File: src/hdl/swma_pkg.sv
// Shared widths and constants for the sliding window maximum average block.
package swma_pkg;

    localparam int SAMPLE_W   = 32;
    localparam int SUM_W      = 38;
    localparam int AVG_W      = 48;
    localparam int LEN_W      = 7;
    localparam int WINDOW_MAX = 64;
    localparam int PTR_W      = $clog2(WINDOW_MAX);
    localparam int FRAC_W     = 16;
    localparam int DIVIDEND_W = SUM_W + FRAC_W;
    localparam int DIV_CNT_W  = $clog2(DIVIDEND_W);
    localparam int OUT_RAW_W  = SUM_W + AVG_W;
    localparam int OUT_DATA_W = ((OUT_RAW_W + 7) / 8) * 8;

    localparam logic [LEN_W-1:0] LEN_RESET = LEN_W'(4);

endpackage

File: src/hdl/sliding_window_max_average.sv
// Sliding window maximum average: top level with sample ring, sequencer and result register.
//
// Usage. Samples arrive as beats on the slave stream: s_tdata carries one signed 32-bit
// sample and s_tlast marks the final sample of a sequence. The block keeps the newest
// window_len samples in a 64-entry ring, a running window sum and the largest full-window
// sum seen. On the last sample it sends one result beat on the master stream: the largest
// window sum, and that sum times 2^16 divided by window_len, truncated toward zero. If the
// sequence was shorter than the window, m_tuser is high and the data is all zeros.
// Each sample passes in turn through accept, ring read and difference, sum update with
// ring write and maximum compare; s_tready stays low until it is through, so a new
// sample is only taken once the last one is done. A last sample then goes through a
// check, the divider (54 one-bit steps and its done flag; skipped for a short sequence)
// and the output load, after which m_tvalid rises and s_tready returns in the same cycle.
// The result waits in an output register; while it waits, further samples are accepted,
// and only a following last sample holds until the receiver has taken the earlier result.
// Configuration: cfg_we writes window_len from cfg_wdata while the block is idle; 0 acts
// as 1, values above 64 act as 64, and every write drops the sequence in progress.
// Reset sets window_len to 4, clears the sequence and the output valid flag; the ring
// needs no clearing, as an entry is only read after it was written in the same sequence.
module sliding_window_max_average
(
    input  logic                               clk,
    input  logic                               rst_n,
    // Slave stream. s_tdata: [31:0] sample.
    input  logic                               s_tvalid,
    output logic                               s_tready,
    input  logic [swma_pkg::SAMPLE_W-1:0]      s_tdata,
    input  logic                               s_tlast,
    // Master stream. m_tdata: [37:0] max_window_sum, [85:38] max_average, [87:86] zero.
    output logic                               m_tvalid,
    input  logic                               m_tready,
    output logic [swma_pkg::OUT_DATA_W-1:0]    m_tdata,
    // m_tuser: [0] too_short.
    output logic                               m_tuser,
    // Configuration: window_len.
    input  logic                               cfg_we,
    input  logic [swma_pkg::LEN_W-1:0]         cfg_wdata
);

    typedef enum logic [2:0]
    {
        ST_IDLE,
        ST_DIFF,
        ST_SUM,
        ST_BEST,
        ST_CHECK,
        ST_DIV,
        ST_DONE
    } state_t;

    state_t                                 state_reg, state_next;
    logic [swma_pkg::LEN_W-1:0]             len_reg, len_next;
    logic [swma_pkg::PTR_W-1:0]             wpos_reg, wpos_next;
    logic [swma_pkg::LEN_W-1:0]             fill_reg, fill_next;
    logic signed [swma_pkg::SUM_W-1:0]      sum_reg, sum_next;
    logic signed [swma_pkg::SUM_W-1:0]      best_reg, best_next;
    logic signed [swma_pkg::SAMPLE_W:0]     delta_reg, delta_next;
    logic [swma_pkg::SAMPLE_W-1:0]          smp_reg, smp_next;
    logic                                   last_reg, last_next;
    logic                                   full_reg, full_next;
    logic                                   filled_reg, filled_next;
    logic                                   short_reg, short_next;
    logic                                   oval_reg, oval_next;
    logic [swma_pkg::OUT_DATA_W-1:0]        odata_reg, odata_next;
    logic                                   ouser_reg, ouser_next;

    // Sample ring.
    logic [swma_pkg::SAMPLE_W-1:0]          ring_mem [swma_pkg::WINDOW_MAX];
    logic [swma_pkg::SAMPLE_W-1:0]          ring_rd_reg;
    logic                                   ring_we;

    logic                                   div_start;
    logic                                   div_done;
    logic signed [swma_pkg::AVG_W-1:0]      div_quot;
    logic [swma_pkg::LEN_W:0]               wpos_inc;
    logic [swma_pkg::LEN_W-1:0]             cfg_len;

    swma_div u_div
    (
        .clk      (clk),
        .rst_n    (rst_n),
        .start    (div_start),
        .value    (best_reg),
        .divisor  (len_reg),
        .done     (div_done),
        .quotient (div_quot)
    );

    // Out-of-range lengths are clamped once, at the write.
    always_comb
    begin
        if (cfg_wdata == '0)
        begin
            cfg_len = swma_pkg::LEN_W'(1);
        end
        else if (cfg_wdata > swma_pkg::LEN_W'(swma_pkg::WINDOW_MAX))
        begin
            cfg_len = swma_pkg::LEN_W'(swma_pkg::WINDOW_MAX);
        end
        else
        begin
            cfg_len = cfg_wdata;
        end
    end

    assign wpos_inc = {2'b00, wpos_reg} + 1'b1;

    always_comb
    begin
        state_next  = state_reg;
        len_next    = len_reg;
        wpos_next   = wpos_reg;
        fill_next   = fill_reg;
        sum_next    = sum_reg;
        best_next   = best_reg;
        delta_next  = delta_reg;
        smp_next    = smp_reg;
        last_next   = last_reg;
        full_next   = full_reg;
        filled_next = filled_reg;
        short_next  = short_reg;
        oval_next   = oval_reg;
        odata_next  = odata_reg;
        ouser_next  = ouser_reg;
        ring_we     = 1'b0;
        div_start   = 1'b0;

        if (oval_reg && m_tready)
        begin
            oval_next = 1'b0;
        end

        case (state_reg)
            ST_IDLE:
            begin
                if (cfg_we)
                begin
                    len_next  = cfg_len;
                    wpos_next = '0;
                    fill_next = '0;
                    sum_next  = '0;
                    best_next = '0;
                end
                else if (s_tvalid)
                begin
                    smp_next   = s_tdata;
                    last_next  = s_tlast;
                    state_next = ST_DIFF;
                end
            end
            ST_DIFF:
            begin
                // The ring read for the current slot has landed in ring_rd_reg.
                full_next   = (fill_reg >= len_reg);
                filled_next = (fill_reg < len_reg) && (fill_reg + 1'b1 == len_reg);
                if (fill_reg < len_reg)
                begin
                    delta_next = {smp_reg[swma_pkg::SAMPLE_W-1], smp_reg};
                end
                else
                begin
                    delta_next = {smp_reg[swma_pkg::SAMPLE_W-1], smp_reg}
                               - {ring_rd_reg[swma_pkg::SAMPLE_W-1], ring_rd_reg};
                end
                state_next = ST_SUM;
            end
            ST_SUM:
            begin
                ring_we  = 1'b1;
                sum_next = sum_reg + swma_pkg::SUM_W'(delta_reg);
                if (!full_reg)
                begin
                    fill_next = fill_reg + 1'b1;
                end
                wpos_next  = (wpos_inc >= {1'b0, len_reg}) ? '0
                                                           : wpos_inc[swma_pkg::PTR_W-1:0];
                state_next = ST_BEST;
            end
            ST_BEST:
            begin
                if (filled_reg || (full_reg && (sum_reg > best_reg)))
                begin
                    best_next = sum_reg;
                end
                state_next = last_reg ? ST_CHECK : ST_IDLE;
            end
            ST_CHECK:
            begin
                if (fill_reg < len_reg)
                begin
                    short_next = 1'b1;
                    state_next = ST_DONE;
                end
                else
                begin
                    short_next = 1'b0;
                    div_start  = 1'b1;
                    state_next = ST_DIV;
                end
            end
            ST_DIV:
            begin
                if (div_done)
                begin
                    state_next = ST_DONE;
                end
            end
            ST_DONE:
            begin
                // Load only once any earlier result has been taken.
                if (!oval_reg || m_tready)
                begin
                    oval_next  = 1'b1;
                    ouser_next = short_reg;
                    if (short_reg)
                    begin
                        odata_next = '0;
                    end
                    else
                    begin
                        odata_next = swma_pkg::OUT_DATA_W'({div_quot, best_reg});
                    end
                    wpos_next  = '0;
                    fill_next  = '0;
                    sum_next   = '0;
                    best_next  = '0;
                    state_next = ST_IDLE;
                end
            end
            default:
            begin
                state_next = ST_IDLE;
            end
        endcase
    end

    always_ff @(posedge clk or negedge rst_n)
    begin
        if (!rst_n)
        begin
            state_reg  <= ST_IDLE;
            len_reg    <= swma_pkg::LEN_RESET;
            wpos_reg   <= '0;
            fill_reg   <= '0;
            sum_reg    <= '0;
            best_reg   <= '0;
            last_reg   <= 1'b0;
            full_reg   <= 1'b0;
            filled_reg <= 1'b0;
            short_reg  <= 1'b0;
            oval_reg   <= 1'b0;
        end
        else
        begin
            state_reg  <= state_next;
            len_reg    <= len_next;
            wpos_reg   <= wpos_next;
            fill_reg   <= fill_next;
            sum_reg    <= sum_next;
            best_reg   <= best_next;
            last_reg   <= last_next;
            full_reg   <= full_next;
            filled_reg <= filled_next;
            short_reg  <= short_next;
            oval_reg   <= oval_next;
        end
    end

    always_ff @(posedge clk)
    begin
        delta_reg <= delta_next;
        smp_reg   <= smp_next;
        odata_reg <= odata_next;
        ouser_reg <= ouser_next;
    end

    // The ring is read at the current slot every cycle and written in the sum update.
    always_ff @(posedge clk)
    begin
        if (ring_we)
        begin
            ring_mem[wpos_reg] <= smp_reg;
        end
        ring_rd_reg <= ring_mem[wpos_reg];
    end

    assign s_tready = (state_reg == ST_IDLE) && !cfg_we;
    assign m_tvalid = oval_reg;
    assign m_tdata  = odata_reg;
    assign m_tuser  = ouser_reg;

    // The fill count never passes the window length.
    assert property (@(posedge clk) disable iff (!rst_n) fill_reg <= len_reg)
        else $error("fill count exceeds window length");

    // The ring position stays inside the active window.
    assert property (@(posedge clk) disable iff (!rst_n) {1'b0, wpos_reg} < len_reg)
        else $error("ring position outside window");

    // A short sequence reports all-zero data.
    assert property (@(posedge clk) disable iff (!rst_n) (m_tvalid && m_tuser) |-> (m_tdata == '0))
        else $error("short sequence result carries data");

    // The divider only finishes while the sequencer waits for it.
    assert property (@(posedge clk) disable iff (!rst_n) div_done |-> (state_reg == ST_DIV))
        else $error("divider finished outside division state");

endmodule

File: src/hdl/swma_div.sv
// Bit-serial restoring divider: signed sum scaled by 2^16, divided by the window length.
module swma_div
(
    input  logic                                clk,
    input  logic                                rst_n,
    input  logic                                start,
    input  logic signed [swma_pkg::SUM_W-1:0]   value,
    input  logic        [swma_pkg::LEN_W-1:0]   divisor,
    output logic                                done,
    output logic signed [swma_pkg::AVG_W-1:0]   quotient
);

    logic                                 busy_reg, busy_next;
    logic                                 done_reg, done_next;
    logic                                 neg_reg, neg_next;
    logic [swma_pkg::DIV_CNT_W-1:0]       cnt_reg, cnt_next;
    logic [swma_pkg::LEN_W-1:0]           rem_reg, rem_next;
    logic [swma_pkg::LEN_W-1:0]           dvs_reg, dvs_next;
    logic [swma_pkg::DIVIDEND_W-1:0]      quo_reg, quo_next;
    logic [swma_pkg::SUM_W-1:0]           magnitude;
    logic [swma_pkg::LEN_W:0]             partial;
    logic [swma_pkg::LEN_W:0]             trial;

    // The remainder stays below the divisor, so one extra bit covers the shifted value.
    assign magnitude = value[swma_pkg::SUM_W-1] ? swma_pkg::SUM_W'(-value)
                                                : swma_pkg::SUM_W'(value);
    assign partial   = {rem_reg, quo_reg[swma_pkg::DIVIDEND_W-1]};
    assign trial     = partial - {1'b0, dvs_reg};

    always_comb
    begin
        busy_next = busy_reg;
        done_next = 1'b0;
        neg_next  = neg_reg;
        cnt_next  = cnt_reg;
        rem_next  = rem_reg;
        dvs_next  = dvs_reg;
        quo_next  = quo_reg;
        if (start)
        begin
            busy_next = 1'b1;
            neg_next  = value[swma_pkg::SUM_W-1];
            cnt_next  = '0;
            rem_next  = '0;
            dvs_next  = divisor;
            quo_next  = {magnitude, {swma_pkg::FRAC_W{1'b0}}};
        end
        else if (busy_reg)
        begin
            if (!trial[swma_pkg::LEN_W])
            begin
                rem_next = trial[swma_pkg::LEN_W-1:0];
                quo_next = {quo_reg[swma_pkg::DIVIDEND_W-2:0], 1'b1};
            end
            else
            begin
                rem_next = partial[swma_pkg::LEN_W-1:0];
                quo_next = {quo_reg[swma_pkg::DIVIDEND_W-2:0], 1'b0};
            end
            cnt_next = cnt_reg + 1'b1;
            if (cnt_reg == swma_pkg::DIV_CNT_W'(swma_pkg::DIVIDEND_W - 1))
            begin
                busy_next = 1'b0;
                done_next = 1'b1;
            end
        end
    end

    always_ff @(posedge clk or negedge rst_n)
    begin
        if (!rst_n)
        begin
            busy_reg <= 1'b0;
            done_reg <= 1'b0;
            neg_reg  <= 1'b0;
            cnt_reg  <= '0;
        end
        else
        begin
            busy_reg <= busy_next;
            done_reg <= done_next;
            neg_reg  <= neg_next;
            cnt_reg  <= cnt_next;
        end
    end

    always_ff @(posedge clk)
    begin
        rem_reg <= rem_next;
        dvs_reg <= dvs_next;
        quo_reg <= quo_next;
    end

    // The magnitude of the quotient never exceeds 2^47, so the low bits carry it whole.
    assign done     = done_reg;
    assign quotient = neg_reg ? swma_pkg::AVG_W'(-quo_reg[swma_pkg::AVG_W-1:0])
                              : swma_pkg::AVG_W'(quo_reg[swma_pkg::AVG_W-1:0]);

endmodule

File: config.mk
export PLATFORM = sky130hd
export DESIGN_NAME = sliding_window_max_average
export DESIGN_NICKNAME = d
export VERILOG_FILES = /design/src/hdl/swma_pkg.sv /design/src/hdl/sliding_window_max_average.sv /design/src/hdl/swma_div.sv
export SDC_FILE = /design/constraint.sdc
export NUM_CORES = 2
export LEC_CHECK = 0
export BUFFER_PORTS_ARGS = -buffer_cell sky130_fd_sc_hd__buf_4
export CORE_AREA = 2 2 438 874
export CTS_CLUSTER_DIAMETER = 100
export CTS_CLUSTER_SIZE = 8
export DETAILED_ROUTE_END_ITERATION = 7
export DIE_AREA = 0 0 440 876
export PLACE_DENSITY = 0.43
export SLEW_MARGIN = 15
export SYNTH_ARGS = -nofsm -noshare
export SYNTH_HDL_FRONTEND = slang
export SYNTH_HIERARCHICAL = 1
export SYNTH_SLANG_ARGS = --single-unit
File: constraint.sdc
create_clock -name clk -period 5.65 [get_ports clk]
set_input_delay 0.2825 -clock clk [delete_from_list [all_inputs] [get_ports clk]]
set_output_delay 0.2825 -clock clk [all_outputs]
set_load 0.05 [all_outputs]
## After elaboration in Yosys (flattened, before gate mapping)

Memories as Yosys holds them, arrays and structs flattened. A register that Yosys moved wholly into a read port is not among the register bits.
Cells that the tools add are included.

- Mux-type cells: 46
- Shift operators: 0
- Add/sub/neg operators: 8
- Multipliers: 0
- $lt $le $gt $ge: 5
- Reduce and logical (&&, ||, !) cells: 20
- Bitwise operators: 1
- Divide/modulo/power cells: 0
- Equality and inequality tests: 15

Operators with widths:

| cell | number |
|---|---|
| $pmux W38 S3 | 2 |
| $mux W38 | 4 |
| $mux W54 | 2 |
| $mux W48 | 1 |
| $neg A48 Y48 | 1 |
| $mux W7 | 6 |
| $add A38 B33 Y38 | 1 |
| $gt A38 B38 Y1 | 1 |
| $neg A38 Y38 | 1 |
| $mux W33 | 1 |
| $sub A32 B32 Y33 | 1 |
| $mux W6 | 5 |
| $pmux W3 S7 | 1 |
| $pmux W7 S3 | 1 |
| $pmux W6 S3 | 1 |
| $mux W1 | 16 |
| $mux W3 | 5 |
| $ge A7 B7 Y1 | 2 |
| $ne A2 B2 Y1 const B | 6 |
| $reduce_and A4 Y1 | 3 |
| $eq A3 B3 Y1 const B | 3 |
| $sub A8 B7 Y8 | 1 |
| $add A6 B1 Y7 const B | 1 |
| $add A7 B1 Y7 const B | 1 |
| other kinds (19) | 28 |

- Memories kept: 1
- Memory bits (read-only): 0
- Output and inout port bits: 91
- RAM bits: 2048
- Register bits after elaboration: 335
- Latch bits: 0

Memory list:

| name | depth | width | read ports | clocked after Yosys merged registers in | write ports | line | RTL |
|---|---|---|---|---|---|---|---|
| ring_mem | 64 | 32 | 1 | 1 | 1 | sliding_window_max_average.sv:68 | `logic [swma_pkg::SAMPLE_W-1:0] ring_mem [swma_pkg::WINDOW_MAX];` |

## Longest topological paths before layout

- Word-level depth: 5
- Mapped depth: 14

## Cells and area by module

The synthesis kept the hierarchy.

By module, submodules not included:

| module | instances | seq. area each (µm²) | cells each | area each (µm²) |
|---|---|---|---|---|
| sliding_window_max_average | 1 | 69307.7 | 5289 | 88825.2 |
| swma_div | 1 | 2037.0 | 558 | 5497.8 |

## Least setup slack after synthesis

OpenSTA, ideal clock, no wires.

- Path kind: register -> register
- Start: register oval_reg (netlist: m_tvalid)
- End: register best_reg[0] (netlist bit)
- Buffers on the path: 2
- Data required time: 5526 ps
- Arrival: 5280 ps
- Slack: 246 ps
- Cell stages (with the launch flop): 9
- Setup time: 124 ps
- Path through: dfrtp_1 nand2b_1 nand2_1 nor2_1 a21oi_1 clkbuf_1 clkbuf_1 nand2_1 mux2i_1

- Longest elaborated chain between the ends: 4

Ends and longest elaborated chain:

| item | line | RTL |
|---|---|---|
| start, declared | sliding_window_max_average.sv:63 | `logic oval_reg, oval_next;` |
| start signal, assigned | sliding_window_max_average.sv:265 | `oval_reg <= oval_next;` |
| $logic_not A1 Y1 | sliding_window_max_average.sv:211 | `if (!oval_reg \|\| m_tready)` |
| $logic_or A1 B1 Y1 | sliding_window_max_average.sv:211 |  |
| $ne A2 B2 Y1 (no source line) | - |  |
| $reduce_and A4 Y1 (no source line) | - |  |
| end signal, assigned | sliding_window_max_average.sv:260 | `best_reg <= best_next;` |
| end, declared | sliding_window_max_average.sv:56 | `logic signed [swma_pkg::SUM_W-1:0] best_reg, best_next;` |

No other way between the ends.
A chain may end at the register's enable or synchronous reset.

==> run metrics <==
CP required 6.41 ns; Num CTS Buffers 343; max layer used met5; RSZ-0062 raised after global routing no; sequential element share of the synthesized area 0.756; WP data arrival 4.87 ns; worst-case reg-to-reg path depth 9; Vias/cell 5.05; Post-Route WL 373000 um; Port-buffer cells 133; DR iter-0 viols 5162; fin worst setup slack 1.54 ns; Switch Pwr 20700 uW; DRC errors left 0; I/O Pins 136; core area 0.379 mm^2; Mapped Cells 5847; final clock skew 0.0762 ns; switching share of power 0.355; ANT nets after route 0; drt first pass iters 6; f_max 243 MHz; GRT Overall Usage 0.189; GP Congestion 0.892; reg2reg end ring_rd_reg[26]; fin crit period 4.11 ns; max FFs per register 2048; Slew @ Worst Pin 1.29 ns; Setup Total Neg Slack 0 ns; row count 320; WL/cell 32.5 um; Die H 876 um; final hold vios 0; Max Cap Violations 0; outcome completed; worst slack, placed 1.54 ns; Hold Path Depth 2; Unique masters post-synth 93; endpoints failing setup 0; DP Wirelength 251000 um; vias in the first global route 59427; Final Power 58300 uW; final hold slack 0.0841 ns; antenna violations before repair 33; die area 0.385 mm^2; Most used DFF post-synth edfxtp_1; sequential power share 0.385; clock-pin transition on the worst setup and hold timing paths 0.05 ns; vias 57940; met2 routed WL 197000 um; clock sink count 2413; Die Wd 440 um; Area Growth Syn to Fin 21.1%; Met3 Wirelength 17000 um; Peak VDD IR 0.333 mV; final net count 6522; yosys warns 6; Relative slew margins 0.139; Initial Util 0.249; fin crit share 0.727; ys async rst share 0.0468; critical path class flip-flop to flip-flop; TritonCTS clock tree built; layout cell share with drive strength beyond 1 0.155; Yosys reg bits 2413; Comb power frac 0.291; power per cell area 510 mW/mm^2; setup slack, reg-to-reg 1.54 ns; critical path fanouts, max 33; post-layout util 0.301; total global routing overflow 0; first-pass GRT wire length 506000 um; Post-CTS Resized 0; Hold Path Class input port to flip-flop; H-Tree Depth 5; Clock Tree Root clkbuf_16; clock tree buffer depth 4; Startpoint Class flip-flop; Avg Cell Area, Syn 16.1 um^2; reg-to-reg startpoint wpos_reg[0]; largest net degree at the start of global routing 70; hold path endpoint smp_reg[31]; clk_lat worst skew 0.94 ns; fin. max-slew vios 0; Hold Crit Start s_tdata[31]; Mapped Area 0.0943 mm^2; leakage power 0.0368 uW; number of flops mapped to enable cells by yosys 2245; critical path capture point type flip-flop; Internal 37600 uW; clock power share 0.324; Routed met1 length 125000 um
==> cell type report <==
type                            count  area (um^2)
Multi-Input combinational cell   2938        21900
Antenna cell                       16         40.0
Clock inverter                     18          323
Sequential cell                  2413        71300
Inverter                          156          586
Tap cell                         4991         6240
Fill cell                       37218       265000
Clock buffer                      462         9140
Timing Repair Buffer              488         4620
==> Yosys cell counts, types with 34 or more instances <==
master,instances,area share
a21o_1,46,0.0037
a21oi_1,177,0.0094
a221oi_1,197,0.018
a22o_1,230,0.021
a22oi_1,638,0.051
a31oi_1,187,0.012
buf_1,66,0.0026
clkbuf_1,242,0.0096
dfrtp_1,112,0.030
dfxtp_1,55,0.012
edfxtp_1,2245,0.71
ha_1,134,0.018
inv_1,156,0.0062
mux2i_1,55,0.0058
nand2_1,181,0.0072
nand3_1,62,0.0033
nand4_1,98,0.0065
nor2_1,214,0.0085
nor2b_1,63,0.0042
nor4_1,34,0.0023
o21ai_0,92,0.0049
xnor2_1,105,0.0097
xor2_1,41,0.0038
==> cells by family after synthesis <==
kind of cell    count (synthesis)  share of synthesized area
mux                            61                    0.00655
compound gates               1769                      0.139
xor+xnor                      146                     0.0136
other cells                     1                  0.0000398
flops                        2413                      0.756
buf+inv                       497                     0.0206
fa+ha+maj                     137                     0.0184
simple gates                  823                     0.0452
==> cell usage in the layout (no fill, tap or decap), drive strengths merged, types with 46 or more instances in the layout <==
cell type	n
nand4	102
buf	442
mux2i	55
a22oi	638
nand2	183
inv	164
nor2b	64
o21ai	94
dlygate4sd3	46
a22o	230
edfxtp	2245
nor2	214
clkbuf	462
a221oi	197
dfxtp	55
a21o	46
a21oi	178
dfrtp	112
ha	134
a31oi	187
xnor2	105
nand3	63
==> through the flow <==
| stage | area (um^2) | instances |
|---|---|---|
| finish | 114000 | 11482 |
| global route | 114000 | 11473 |
| CTS | 114000 | 11464 |
| detailed placement | 104000 | 10938 |
| global placement | 103000 | 10899 |
| floorplan | 94300 | 5848 |
==> worst max path at each step <==
stage	depth (start not counted)	slack [ns]	to	startpoint
final	9	1.54	ring_rd_reg[26]	wpos_reg[0]
after global routing	9	1.51	ring_rd_reg[4]	wpos_reg[0]
after CTS	9	1.53	ring_rd_reg[4]	wpos_reg[0]
after detailed placement	9	1.54	ring_rd_reg[4]	wpos_reg[0]
after global placement	9	0.28	ring_rd_reg[18]	wpos_reg[2]
after floorplan	8	0.25	best_reg[0]	m_tvalid
==> timing repair <==
action,in CTS,in global routing
setup buffers,0,0
endpoints found under the hold margin,134,0
hold buffers,46,0
==> layer usage <==
layer  vias up  GRT usage
met2      2119      0.348
li1      24756          -
met4         6      0.148
met5         -          0
met3       663     0.0233
met1     30396      0.191
==> critical path, stage by stage (launching register included) <==
cell,delay [ns]
dfrtp_1,0.57
and3_4,0.57
buf_12,0.31
buf_4,0.22
a22o_1,0.25
a221oi_1,0.35
a31oi_1,0.28
nor4_1,1.04
buf_4,0.25
nand3_1,0.07
==> power groups by stage <==
stage	Clock, uW	Sequential (uW)	Combinational (uW)
after detailed placement	0	22800	17000
final	18900	22500	17000
after floorplan	0	22500	9500
after CTS	19200	22500	17100
after global routing	19800	22600	18000
after global placement	0	22800	16800
Power figures use the tool's default switching activity.
